==> src/design/sfp_pkg.sv <==
// shared types and constants of the star field plotter
`default_nettype none
package sfp_pkg;

	localparam int unsigned IN_DATA_W  = 24;
	localparam int unsigned OUT_DATA_W = 32;
	localparam int unsigned CFG_IDX_W  = 3;
	localparam int unsigned CFG_DATA_W = 32;

	// register indexes
	localparam logic [CFG_IDX_W-1:0] CFG_MODE          = 3'd0;
	localparam logic [CFG_IDX_W-1:0] CFG_FLIP_X        = 3'd1;
	localparam logic [CFG_IDX_W-1:0] CFG_FLIP_Y        = 3'd2;
	localparam logic [CFG_IDX_W-1:0] CFG_SCREEN_WIDTH  = 3'd3;
	localparam logic [CFG_IDX_W-1:0] CFG_SCREEN_HEIGHT = 3'd4;
	localparam logic [CFG_IDX_W-1:0] CFG_PALETTE_BASE  = 3'd5;
	localparam logic [CFG_IDX_W-1:0] CFG_BLINK_PERIOD  = 3'd6;
	localparam logic [CFG_IDX_W-1:0] CFG_COLUMN_MASK   = 3'd7;

	// plot modes
	localparam logic [2:0] MODE_SCROLL      = 3'd0;
	localparam logic [2:0] MODE_SCROLL_MASK = 3'd1;
	localparam logic [2:0] MODE_BLINK       = 3'd2;
	localparam logic [2:0] MODE_BLINK_HALFY = 3'd3;
	localparam logic [2:0] MODE_BLINK_LEFT  = 3'd4;

	// blink phases
	localparam logic [1:0] PHASE_COLOUR0 = 2'd0;
	localparam logic [1:0] PHASE_COLOUR2 = 2'd1;
	localparam logic [1:0] PHASE_LINE1   = 2'd2;
	localparam logic [1:0] PHASE_ALL     = 2'd3;

	// function codes
	localparam logic FUNC_FRAME = 1'b0;
	localparam logic FUNC_STAR  = 1'b1;

	localparam logic [7:0]  Y_OFFSET      = 8'd16;
	localparam logic [7:0]  HALFY_X_LIMIT = 8'd240;
	localparam logic [7:0]  FRAMES_MAX    = 8'd255;
	localparam logic [16:0] SCROLL_RESET  = 17'h1ffff;

	typedef struct packed {
		logic [2:0]  mode;
		logic        flip_x;
		logic        flip_y;
		logic [8:0]  screen_width;
		logic [8:0]  screen_height;
		logic [8:0]  palette_base;
		logic [7:0]  blink_period;
		logic [31:0] column_mask;
	} cfg_t;

	typedef struct packed {
		logic [16:0] scroll;
		logic [1:0]  phase;
	} frame_t;

	typedef struct packed {
		logic       func;
		logic [8:0] star_x;
		logic [7:0] star_y;
		logic [5:0] star_colour;
	} star_t;

	typedef struct packed {
		logic       plot;
		logic [7:0] pixel_x;
		logic [7:0] pixel_y;
		logic [8:0] pen;
	} result_t;

	function automatic logic is_scroll(input logic [2:0] m);
		return (m == MODE_SCROLL) || (m == MODE_SCROLL_MASK);
	endfunction

	function automatic logic is_blink(input logic [2:0] m);
		return (m == MODE_BLINK) || (m == MODE_BLINK_HALFY) || (m == MODE_BLINK_LEFT);
	endfunction

endpackage
`default_nettype wire

==> src/design/sfp_cfg_regs.sv <==
// configuration register file of the star field plotter
`default_nettype none
module sfp_cfg_regs (
	input  wire logic                            clk,
	input  wire logic                            arst_n,
	input  wire logic                            cfg_we,
	input  wire logic [sfp_pkg::CFG_IDX_W-1:0]   cfg_index,
	input  wire logic [sfp_pkg::CFG_DATA_W-1:0]  cfg_data,
	output sfp_pkg::cfg_t                        cfg
);
	import sfp_pkg::*;

	cfg_t cfg_q;

	always_ff @(posedge clk or negedge arst_n) begin
		if (!arst_n) begin
			cfg_q.mode          <= MODE_SCROLL;
			cfg_q.flip_x        <= 1'b0;
			cfg_q.flip_y        <= 1'b0;
			cfg_q.screen_width  <= 9'd256;
			cfg_q.screen_height <= 9'd224;
			cfg_q.palette_base  <= 9'd0;
			cfg_q.blink_period  <= 8'd46;
			cfg_q.column_mask   <= 32'hffff_ffff;
		end else if (cfg_we) begin
			unique case (cfg_index)
				CFG_MODE:          cfg_q.mode          <= cfg_data[2:0];
				CFG_FLIP_X:        cfg_q.flip_x        <= cfg_data[0];
				CFG_FLIP_Y:        cfg_q.flip_y        <= cfg_data[0];
				CFG_SCREEN_WIDTH:  cfg_q.screen_width  <= cfg_data[8:0];
				CFG_SCREEN_HEIGHT: cfg_q.screen_height <= cfg_data[8:0];
				CFG_PALETTE_BASE:  cfg_q.palette_base  <= cfg_data[8:0];
				CFG_BLINK_PERIOD:  cfg_q.blink_period  <= cfg_data[7:0];
				CFG_COLUMN_MASK:   cfg_q.column_mask   <= cfg_data[31:0];
				default:           cfg_q.mode          <= cfg_q.mode;
			endcase
		end
	end

	assign cfg = cfg_q;

endmodule
`default_nettype wire

==> src/design/sfp_frame_state.sv <==
// per-frame scroll position and blink phase
`default_nettype none
module sfp_frame_state (
	input  wire logic        clk,
	input  wire logic        arst_n,
	input  wire logic        frame_step,
	input  wire logic [2:0]  mode,
	input  wire logic [7:0]  blink_period,
	output sfp_pkg::frame_t  frame
);
	import sfp_pkg::*;

	logic [16:0] scroll_q;
	logic [1:0]  phase_q;
	logic [7:0]  frames_q;
	logic [7:0]  frames_inc;

	// saturating frame count
	assign frames_inc = (frames_q < FRAMES_MAX) ? frames_q + 8'd1 : frames_q;

	always_ff @(posedge clk or negedge arst_n) begin
		if (!arst_n) begin
			scroll_q <= SCROLL_RESET;
			phase_q  <= PHASE_COLOUR0;
			frames_q <= 8'd0;
		end else if (frame_step) begin
			if (is_scroll(mode)) begin
				scroll_q <= scroll_q + 17'd1;
			end else if (is_blink(mode)) begin
				if (frames_inc >= blink_period) begin
					frames_q <= 8'd0;
					phase_q  <= phase_q + 2'd1;
				end else begin
					frames_q <= frames_inc;
				end
			end
		end
	end

	assign frame.scroll = scroll_q;
	assign frame.phase  = phase_q;

endmodule
`default_nettype wire

==> src/design/sfp_star_calc.sv <==
// plot decision and pixel position for one star record
`default_nettype none
module sfp_star_calc (
	input  wire sfp_pkg::star_t   star,
	input  wire sfp_pkg::cfg_t    cfg,
	input  wire sfp_pkg::frame_t  frame,
	output sfp_pkg::result_t      res
);
	import sfp_pkg::*;

	logic [16:0] pos;
	logic [7:0]  x_raw;
	logic [7:0]  y_raw;
	logic [7:0]  x_fl;
	logic [7:0]  y_fl;
	logic [4:0]  col_grp;
	logic        vis;
	logic        blink_ok;
	logic        mode_ok;
	logic        mask_ok;
	logic        bounds_ok;
	logic [7:0]  y_off;

	assign pos = frame.scroll + {8'd0, star.star_x};

	always_comb begin
		unique case (frame.phase)
			PHASE_COLOUR0: blink_ok = star.star_colour[0];
			PHASE_COLOUR2: blink_ok = star.star_colour[2];
			PHASE_LINE1:   blink_ok = star.star_y[1];
			PHASE_ALL:     blink_ok = 1'b1;
			default:       blink_ok = 1'b1;
		endcase
	end

	always_comb begin
		if (is_scroll(cfg.mode)) begin
			x_raw   = pos[8:1];
			y_raw   = star.star_y + pos[16:9];
			vis     = y_raw[0] ^ x_raw[3];
			mode_ok = 1'b1;
		end else begin
			x_raw = star.star_x[8:1];
			y_raw = star.star_y;
			// half-y mode checks the checkerboard on every second line
			vis   = ((cfg.mode == MODE_BLINK_HALFY) ? star.star_y[1] : star.star_y[0])
				^ x_raw[3];
			mode_ok = is_blink(cfg.mode) && blink_ok
				&& !((cfg.mode == MODE_BLINK_LEFT) && x_raw[7])
				&& !((cfg.mode == MODE_BLINK_HALFY) && (x_raw >= HALFY_X_LIMIT));
		end
	end

	assign x_fl    = cfg.flip_x ? ~x_raw : x_raw;
	assign y_fl    = cfg.flip_y ? ~y_raw : y_raw;
	assign y_off   = y_fl - Y_OFFSET;
	assign col_grp = x_fl[7:3] + 5'd1;
	assign mask_ok = (cfg.mode != MODE_SCROLL_MASK) || cfg.column_mask[col_grp];

	assign bounds_ok = (y_fl >= Y_OFFSET)
		&& ({1'b0, y_off} < cfg.screen_height)
		&& ({1'b0, x_fl} < cfg.screen_width);

	assign res.plot    = vis && mode_ok && mask_ok && bounds_ok;
	assign res.pixel_x = x_fl;
	assign res.pixel_y = y_off;
	assign res.pen     = cfg.palette_base + {3'd0, star.star_colour};

endmodule
`default_nettype wire

==> src/design/star_field_plotter.sv <==
// top level of the star field plotter
`default_nettype none
// Star field plotter. Each input transfer is either a begin-frame item
// (s_tuser low) or one star record (s_tuser high). A star is registered on
// entry, evaluated by one level of logic against the configuration and the
// frame state, and its pixel lands in the output register when the output
// advances; one item is taken every cycle while the output is drained, and a
// stalled output holds the input stage after one more item. A begin frame
// updates the scroll position or blink phase as it leaves the input stage and
// gives no output transfer; stars that follow see the new state. Stars that
// are not plotted give no output transfer either.
// Configuration writes take effect at once and belong in idle periods.
module star_field_plotter (
	input  wire logic                              clk,
	input  wire logic                              arst_n,
	input  wire logic                              s_tvalid,
	output      logic                              s_tready,
	// star_x[8:0], star_y[16:9], star_colour[22:17], zero fill
	input  wire logic [sfp_pkg::IN_DATA_W-1:0]     s_tdata,
	// func: 0 begin frame, 1 star record
	input  wire logic                              s_tuser,
	output      logic                              m_tvalid,
	input  wire logic                              m_tready,
	// pixel_x[7:0], pixel_y[15:8], pen[24:16], zero fill
	output      logic [sfp_pkg::OUT_DATA_W-1:0]    m_tdata,
	input  wire logic                              cfg_we,
	input  wire logic [sfp_pkg::CFG_IDX_W-1:0]     cfg_index,
	input  wire logic [sfp_pkg::CFG_DATA_W-1:0]    cfg_data
);
	import sfp_pkg::*;

	cfg_t    cfg;
	frame_t  frame;
	result_t res;
	star_t   star_s1;
	logic    valid_s1;
	logic    m_tvalid_q;
	logic [OUT_DATA_W-1:0] m_tdata_q;
	logic    advance;
	logic    frame_step;

	assign advance    = !m_tvalid_q || m_tready;
	assign s_tready   = !valid_s1 || advance;
	assign frame_step = valid_s1 && advance && (star_s1.func == FUNC_FRAME);

	sfp_cfg_regs u_cfg (
		.clk       (clk),
		.arst_n    (arst_n),
		.cfg_we    (cfg_we),
		.cfg_index (cfg_index),
		.cfg_data  (cfg_data),
		.cfg       (cfg)
	);

	sfp_frame_state u_frame (
		.clk          (clk),
		.arst_n       (arst_n),
		.frame_step   (frame_step),
		.mode         (cfg.mode),
		.blink_period (cfg.blink_period),
		.frame        (frame)
	);

	sfp_star_calc u_calc (
		.star  (star_s1),
		.cfg   (cfg),
		.frame (frame),
		.res   (res)
	);

	always_ff @(posedge clk or negedge arst_n) begin
		if (!arst_n) begin
			valid_s1 <= 1'b0;
		end else if (s_tready) begin
			valid_s1 <= s_tvalid;
		end
	end

	always_ff @(posedge clk) begin
		if (s_tvalid && s_tready) begin
			star_s1.func        <= s_tuser;
			star_s1.star_x      <= s_tdata[8:0];
			star_s1.star_y      <= s_tdata[16:9];
			star_s1.star_colour <= s_tdata[22:17];
		end
	end

	always_ff @(posedge clk or negedge arst_n) begin
		if (!arst_n) begin
			m_tvalid_q <= 1'b0;
		end else if (advance) begin
			m_tvalid_q <= valid_s1 && (star_s1.func == FUNC_STAR) && res.plot;
		end
	end

	always_ff @(posedge clk) begin
		if (advance) begin
			m_tdata_q <= {7'd0, res.pen, res.pixel_y, res.pixel_x};
		end
	end

	assign m_tvalid = m_tvalid_q;
	assign m_tdata  = m_tdata_q;

endmodule
`default_nettype wire

==> config.mk <==
export PLATFORM = sky130hd
export DESIGN_NAME = star_field_plotter
export DESIGN_NICKNAME = d
export VERILOG_FILES = /design/src/design/sfp_pkg.sv /design/src/design/sfp_cfg_regs.sv /design/src/design/sfp_frame_state.sv /design/src/design/sfp_star_calc.sv /design/src/design/star_field_plotter.sv
export SDC_FILE = /design/constraint.sdc
export NUM_CORES = 1
export LEC_CHECK = 0
export BUFFER_PORTS_ARGS = -buffer_cell sky130_fd_sc_hd__buf_2
export CAP_MARGIN = 25
export CORE_AREA = 2 2 125 127
export CTS_CLUSTER_SIZE = 40
export DETAILED_ROUTE_END_ITERATION = 10
export DIE_AREA = 0 0 127 129
export PLACE_DENSITY_LB_ADDON = 0.3
export SETUP_SLACK_MARGIN = 0.05
export SLEW_MARGIN = 20
export SYNTH_ARGS = -nofsm -noshare
export SYNTH_HDL_FRONTEND = slang
export SYNTH_HIERARCHICAL = 1
export SYNTH_SLANG_ARGS = --single-unit
==> constraint.sdc <==
create_clock -name clk -period 6.5 [get_ports clk]
set_clock_uncertainty 0.05 [all_clocks]
set_input_delay 1.3 -clock clk [delete_from_list [all_inputs] [get_ports clk]]
set_output_delay 1.3 -clock clk [all_outputs]
set_load 0.01 [all_outputs]
# == Word-level counts from Yosys, hierarchy flattened ==
# Cells that the tools add are included.
# classes
mux,12
n_bitwise,6
order_cmp,7
add_sub_neg,8
reduce_logical,39
eq_ne,15
# ops
cell,n
2-to-1 mux 8 bit,6
less-than comparator 8 x 9 -> 1 bit,2
AND reduction 2 bit,9
adder 17 x 1 -> 17 bit (second input constant),1
adder 17 x 9 -> 17 bit,1
inverter 8 bit,2
equality test 3 bit (second input constant),5
logical AND 1 bit,15
equality test 3 x 2 -> 1 bit (second input constant),4
adder 9 x 6 -> 9 bit,1
adder 8 x 1 -> 8 bit (second input constant),1
adder 8 bit,1
greater-or-equal comparator 8 x 5 -> 1 bit (second input constant),1
greater-or-equal comparator 8 bit,1
greater-or-equal comparator 8 bit (second input constant),1
less-than comparator 8 bit (second input constant),1
subtractor 8 x 5 -> 8 bit (second input constant),1
equality test 3 x 1 -> 1 bit (second input constant),2
logical NOT 3 bit,2
logical OR 1 bit,6
less-than comparator 5 x 6 -> 1 bit (second input constant),1
adder 5 x 1 -> 5 bit (second input constant),1
binary-select mux 1 bit (select 5 bit),1
equality test 2 bit (second input constant),2
other kinds (11),19
# word_totals
regBits,150
output_inout_bits,34
in_bits,65

# == Logic depth before layout (Yosys ltp) ==
# logic_depth
depth_word,12
mapped_depth,30

# == Hierarchy ==
# Netlist, hierarchy kept.
# by_module_without_submodules
module,seq_area_each_um2,area_each_um2,n_inst,cells_each
sfp_cfg_regs,1851.8,3041.7,1,160
sfp_star_calc,0.0,2419.8,1,308
sfp_frame_state,696.9,1651.6,1,153
star_field_plotter,1521.5,1621.6,1,66

# == Worst setup path after synthesis ==
# No wires, ideal clock.
# synth_timing
path_kind,register to register
startpoint,register u_frame.scroll_q[2]
endpoint,register m_tvalid_q (netlist: m_tvalid)
arrival_ns,5.477
stages_incl_launch_ff,30
setup_time_ns,0.084
path_slack_ns,0.889
n_path_buf,0
required_time_ns,6.366
synth_period_minus_slack_ns,5.611
cell_sequence,dfstp_2 > ha_1 > nor3_1 > a2111oi_2 > o21a_1 > or2_2 > a21o_1 > a21o_1 > a21o_1 > and3_1 > xor2_1 > ha_1 > nor2b_1 > o21a_1 > o21a_1 > o31ai_1 > xor2_1 > inv_1 > ha_1 > inv_1 > xnor2_1 > ha_1 > a21o_1 > a21oi_1 > o22ai_1 > nor4_1 > o21ai_0 > a211oi_1 > nand3_1 > nand2_1
# synth_lines
element,line,text
from (decl),sfp_frame_state.sv:13,logic [16:0] scroll_q;
from (signal assigned),sfp_frame_state.sv:28,scroll_q <= scroll_q + 17'd1;
to (signal assigned),star_field_plotter.sv:92,m_tvalid_q <= valid_s1 && (star_s1.func == FUNC_STAR) && res.plot;
to (decl),star_field_plotter.sv:37,logic m_tvalid_q;

==> run summary <==
After detailed routing, the number of remaining DRC violations is 0. The number of DRC violations after detailed-routing iteration 0 came out at 353. The setup total negative slack is 0 ns. Yosys mapped a number of flops with a built-in enable equal to 49. The final wirelength came out at 18,640 um. The global-route wire length before repair is 30,130 um. The synthesized netlist occupies a cell area of 0.008735 mm2. The quantity of I/O buffers inserted on ports is 90. Once placement completed, the tool counted placed cells totaling 948.

The number of global-route vias before repair was 6,032. The slowest stage of the critical path is the sky130_fd_sc_hd__dfstp_2 cell. The wire length per cell after detailed routing came out at 18.98 um. The maximum clock path buffer count is 2. The actual slew at the worst max-slew pin is 0.8776 ns. In this run the number of H-tree levels came out at 4.

From left edge to right edge, the die measures 127 um. After global routing the overflow that remains totals 0. The clock slew seen by the registers of the worst setup and hold paths is 0.06 ns. The cell count after synthesis came out at 687.

The post-cts hold buffer count came out at 0. The aggregate global-route resource usage is 23.52%. The number of endpoints failing setup at the final stage came out at 0. The initial antenna violation count is 0. The full die area is 0.01638 mm2. For this run, the leading register cell type out of synthesis is sky130_fd_sc_hd__dfstp_2. The number of CTS-inserted buffers came out at 17. The mean area per synthesized cell is 12.71 um2.

The final number of max-transition violations was 0. The kind of end point of the critical path is a flop. The clock insertion delay at the later pin of the skew report is 0.42 ns. The min-delay analysis places its worst path in the category reg2reg.

The maximum clock rate came out at 162.2 MHz. The floorplan die height is 129 um. The final net count came out at 896. The synthesis-to-layout area growth is 13.47%. The remaining max-slew budget at the tightest pin is 39.98%. TritonCTS built the clock tree. The critical setup path kind is reg2reg. In this run the count of I/O pins placed on the die edge is 99. Setup repair after global routing left no endpoint under its margin.

The last weighted congestion value of the routability-driven placer came out at 0.8878. The register area share after synthesis came out at 46.60%. The post-route netlist has 37.53% of its cells at a drive strength greater than 1. The share of flip-flops with an asynchronous set or reset after synthesis is 67.33%. The standard cell core area came out at 0.01498 mm2.

The pin count of the biggest net entering global routing is 63. The number of flip-flops and latches in the synthesized netlist came out at 150. The clock sink count came out at 150. The flow ran to the end, and the final reports show no timing, DRC or antenna violations. The via count came out at 5,766.

During synthesis, Yosys emitted a total of 6 warnings. The number of unique standard cell types used by synthesis is 84. The register-to-register setup slack came out at 0.34 ns.

The number of vias per cell came out at 5.872. The required time of the critical path came out at 6.80 ns. The initial core utilization came out at 58.32%. By instance count, the cell type seen most on the critical path is sky130_fd_sc_hd__a21o_1. The worst path needs 6.164 ns of the cycle, external delays included. The worst-case IR drop observed on VDD is 218.9 uV. The number of rows in the core area came out at 45. The worst hold slack after final layout is 0.4391 ns. At the worst endpoint, the arrival time is 6.46 ns. The final number of hold-violating endpoints came to 0. In this run the worst path has a maximum fanout of 5. The power per cell area is 374.4 mW/mm2. The worst path meets setup with 0.3362 ns of slack. Summed over all cells, the static leakage comes to 0.004546 uW.

The number of antenna diodes came out at 0. The number of search-and-repair iterations in the first detailed-routing pass came out at 4. Once detail routing completed, the nets flagged for antenna violations numbered 0.

Max-cap violations in this run came to 0. The worst setup path is launched from a flop. The portion of the clock cycle consumed by the worst path in the final layout is 94.83%. After legalization and detailed placement, the total HPWL measured 13,230 um.

The final cell count without fillers came out at 982. The maximum single-stage delay on the critical path is 0.56 ns. The clock root buffer master is sky130_fd_sc_hd__clkbuf_16. The pre-CTS setup slack came out at 0.1289 ns.
critical path: cells and delay by family, from the launching register on:
kind | cells | cell delay, ns
AOI/OAI and AO/OA | 13 | 2.15
xor gates and xnor gates | 3 | 0.64
adders and majority gates | 4 | 1.25
buffers and inverters | 1 | 0.05
DFF | 1 | 0.56
and+or+nand+nor | 8 | 1.37
flip-flops by register name, indices dropped and copies added, names as in the netlist:
name / count
u_cfg/cfg: 72
m_tdata: 25
star_s1: 24
u_frame/scroll_q: 17
u_frame/frames_q: 8
u_frame/phase_q: 2
m_tvalid: 1
valid_s1: 1
per-layer routing:
| metal | vias up | GRT usage, % | part of all wire, % |
|---|---|---|---|
| met4 | 0 | 7.111 | 1.6 |
| li1 | 2689 | - | - |
| met1 | 2920 | 30.32 | 44 |
| met3 | 25 | 4.366 | 4.1 |
| met5 | - | 0 | 0 |
| met2 | 132 | 40.80 | 51 |
Yosys cell counts (3+ instances only):
library cell	instances	area share, %
sky130_fd_sc_hd__mux4_1	6	1.8
sky130_fd_sc_hd__nand2b_1	8	0.57
sky130_fd_sc_hd__dfstp_2	57	17
sky130_fd_sc_hd__and2_1	4	0.29
sky130_fd_sc_hd__and4_1	4	0.40
sky130_fd_sc_hd__nand2_1	24	1.0
sky130_fd_sc_hd__o21ai_1	4	0.23
sky130_fd_sc_hd__buf_4	11	0.95
sky130_fd_sc_hd__mux2_2	34	4.4
sky130_fd_sc_hd__nand3_1	21	1.2
sky130_fd_sc_hd__xnor2_1	37	3.7
sky130_fd_sc_hd__nor2_1	14	0.60
sky130_fd_sc_hd__ha_1	47	6.7
sky130_fd_sc_hd__a31oi_1	11	0.79
sky130_fd_sc_hd__clkbuf_1	3	0.13
sky130_fd_sc_hd__buf_2	3	0.17
sky130_fd_sc_hd__o21ai_0	14	0.80
sky130_fd_sc_hd__nand3b_1	8	0.69
sky130_fd_sc_hd__nor2b_1	7	0.50
sky130_fd_sc_hd__nand4_1	3	0.21
sky130_fd_sc_hd__buf_1	3	0.13
sky130_fd_sc_hd__o21a_1	5	0.43
sky130_fd_sc_hd__mux4_2	4	1.0
sky130_fd_sc_hd__a21oi_1	22	1.3
sky130_fd_sc_hd__a211oi_1	7	0.60
sky130_fd_sc_hd__buf_6	6	0.77
sky130_fd_sc_hd__fa_1	3	0.69
sky130_fd_sc_hd__dfrtp_1	44	13
sky130_fd_sc_hd__a21o_1	19	1.6
sky130_fd_sc_hd__and3_1	14	1.0
sky130_fd_sc_hd__nand4b_4	3	0.82
sky130_fd_sc_hd__mux2i_1	9	1.0
sky130_fd_sc_hd__xor2_1	23	2.3
sky130_fd_sc_hd__or4_1	3	0.26
sky130_fd_sc_hd__inv_1	47	2.0
sky130_fd_sc_hd__edfxtp_1	49	17
sky130_fd_sc_hd__mux2_4	39	6.7
sky130_fd_sc_hd__nor3_1	12	0.69
sky130_fd_sc_hd__o211ai_1	3	0.26
metrics by stage:
| stage | total power, uW | instance area, um2 | utilization (%) |
|---|---|---|---|
| after global placement | 2690 | 9283 | 61.98 |
| after CTS | 3689 | 9824 | 65.60 |
| after detailed placement | 2763 | 9283 | 61.98 |
| after floorplan | 2389 | 8757 | - |
| after global routing | 3926 | 9911 | 66.17 |
| final | 3710 | 9911 | 66.17 |
path summary, 6_finish.rpt:
path                                                  startpoint                                to  cells past startpoint
min in group asynchronous                                 arst_n              valid_s1$_DFFE_PN0P_                      1
worst max-delay path             u_frame/scroll_q[2]$_DFFE_PN1P_              m_tvalid$_DFFE_PN0P_                     29
max in group asynchronous                                 arst_n         u_cfg/cfg[58]$_DFFE_PN0P_                      2
worst min register to register  u_frame/scroll_q[16]$_DFFE_PN1P_  u_frame/scroll_q[16]$_DFFE_PN1P_                      1
worst min-delay path            u_frame/scroll_q[16]$_DFFE_PN1P_  u_frame/scroll_q[16]$_DFFE_PN1P_                      1
worst max register to register   u_frame/scroll_q[2]$_DFFE_PN1P_              m_tvalid$_DFFE_PN0P_                     29
final cells by class:
type | instances | area (um2)
fill | 1061 | 5066
multi-input combinational | 469 | 4389
sequential | 150 | 4070
timing repair buffer | 96 | 498.0
clock buffer | 25 | 496.7
tap | 188 | 235.2
inverter | 47 | 176.4
clock inverter | 7 | 45.04
logic make-up after synthesis:
logic type               synth area share [%]
multiplexers                            15.08
other                                 0.04293
AND/OR/NAND/NOR                         10.96
buffers and inverters                   4.226
XOR/XNOR                                6.460
flip-flops                              46.60
AO/OA/AOI/OAI                           9.211
adder cells (fa/ha/maj)                 7.420
power breakdown:
group | total (uW) | switching [uW] | internal, uW
clock | 901 | 370 | 532
combinational | 1370 | 693 | 672
sequential | 1440 | 160 | 1280
total | 3710 | 1220 | 2490
what timing repair did:
action | CTS | global route
setup endpoints to repair | 0 | 1
setup buffers | 0 | 2
resized for setup | 0 | 17
cell usage in the layout, fill, tap and decap left out, types with 19 or more instances in the layout:
master,netlist,routed
sky130_fd_sc_hd__inv_1,47,47
sky130_fd_sc_hd__xor2_1,23,22
sky130_fd_sc_hd__nand2_1,24,24
sky130_fd_sc_hd__dfrtp_1,44,44
sky130_fd_sc_hd__nand3_1,21,21
sky130_fd_sc_hd__buf_2,3,89
sky130_fd_sc_hd__xnor2_1,37,35
sky130_fd_sc_hd__a21o_1,19,19
sky130_fd_sc_hd__dfstp_2,57,57
sky130_fd_sc_hd__edfxtp_1,49,49
sky130_fd_sc_hd__mux2_4,39,39
sky130_fd_sc_hd__mux2_2,34,34
sky130_fd_sc_hd__a21oi_1,22,21
sky130_fd_sc_hd__ha_1,47,44
Note: power is estimated with default switching activity, not from simulation.
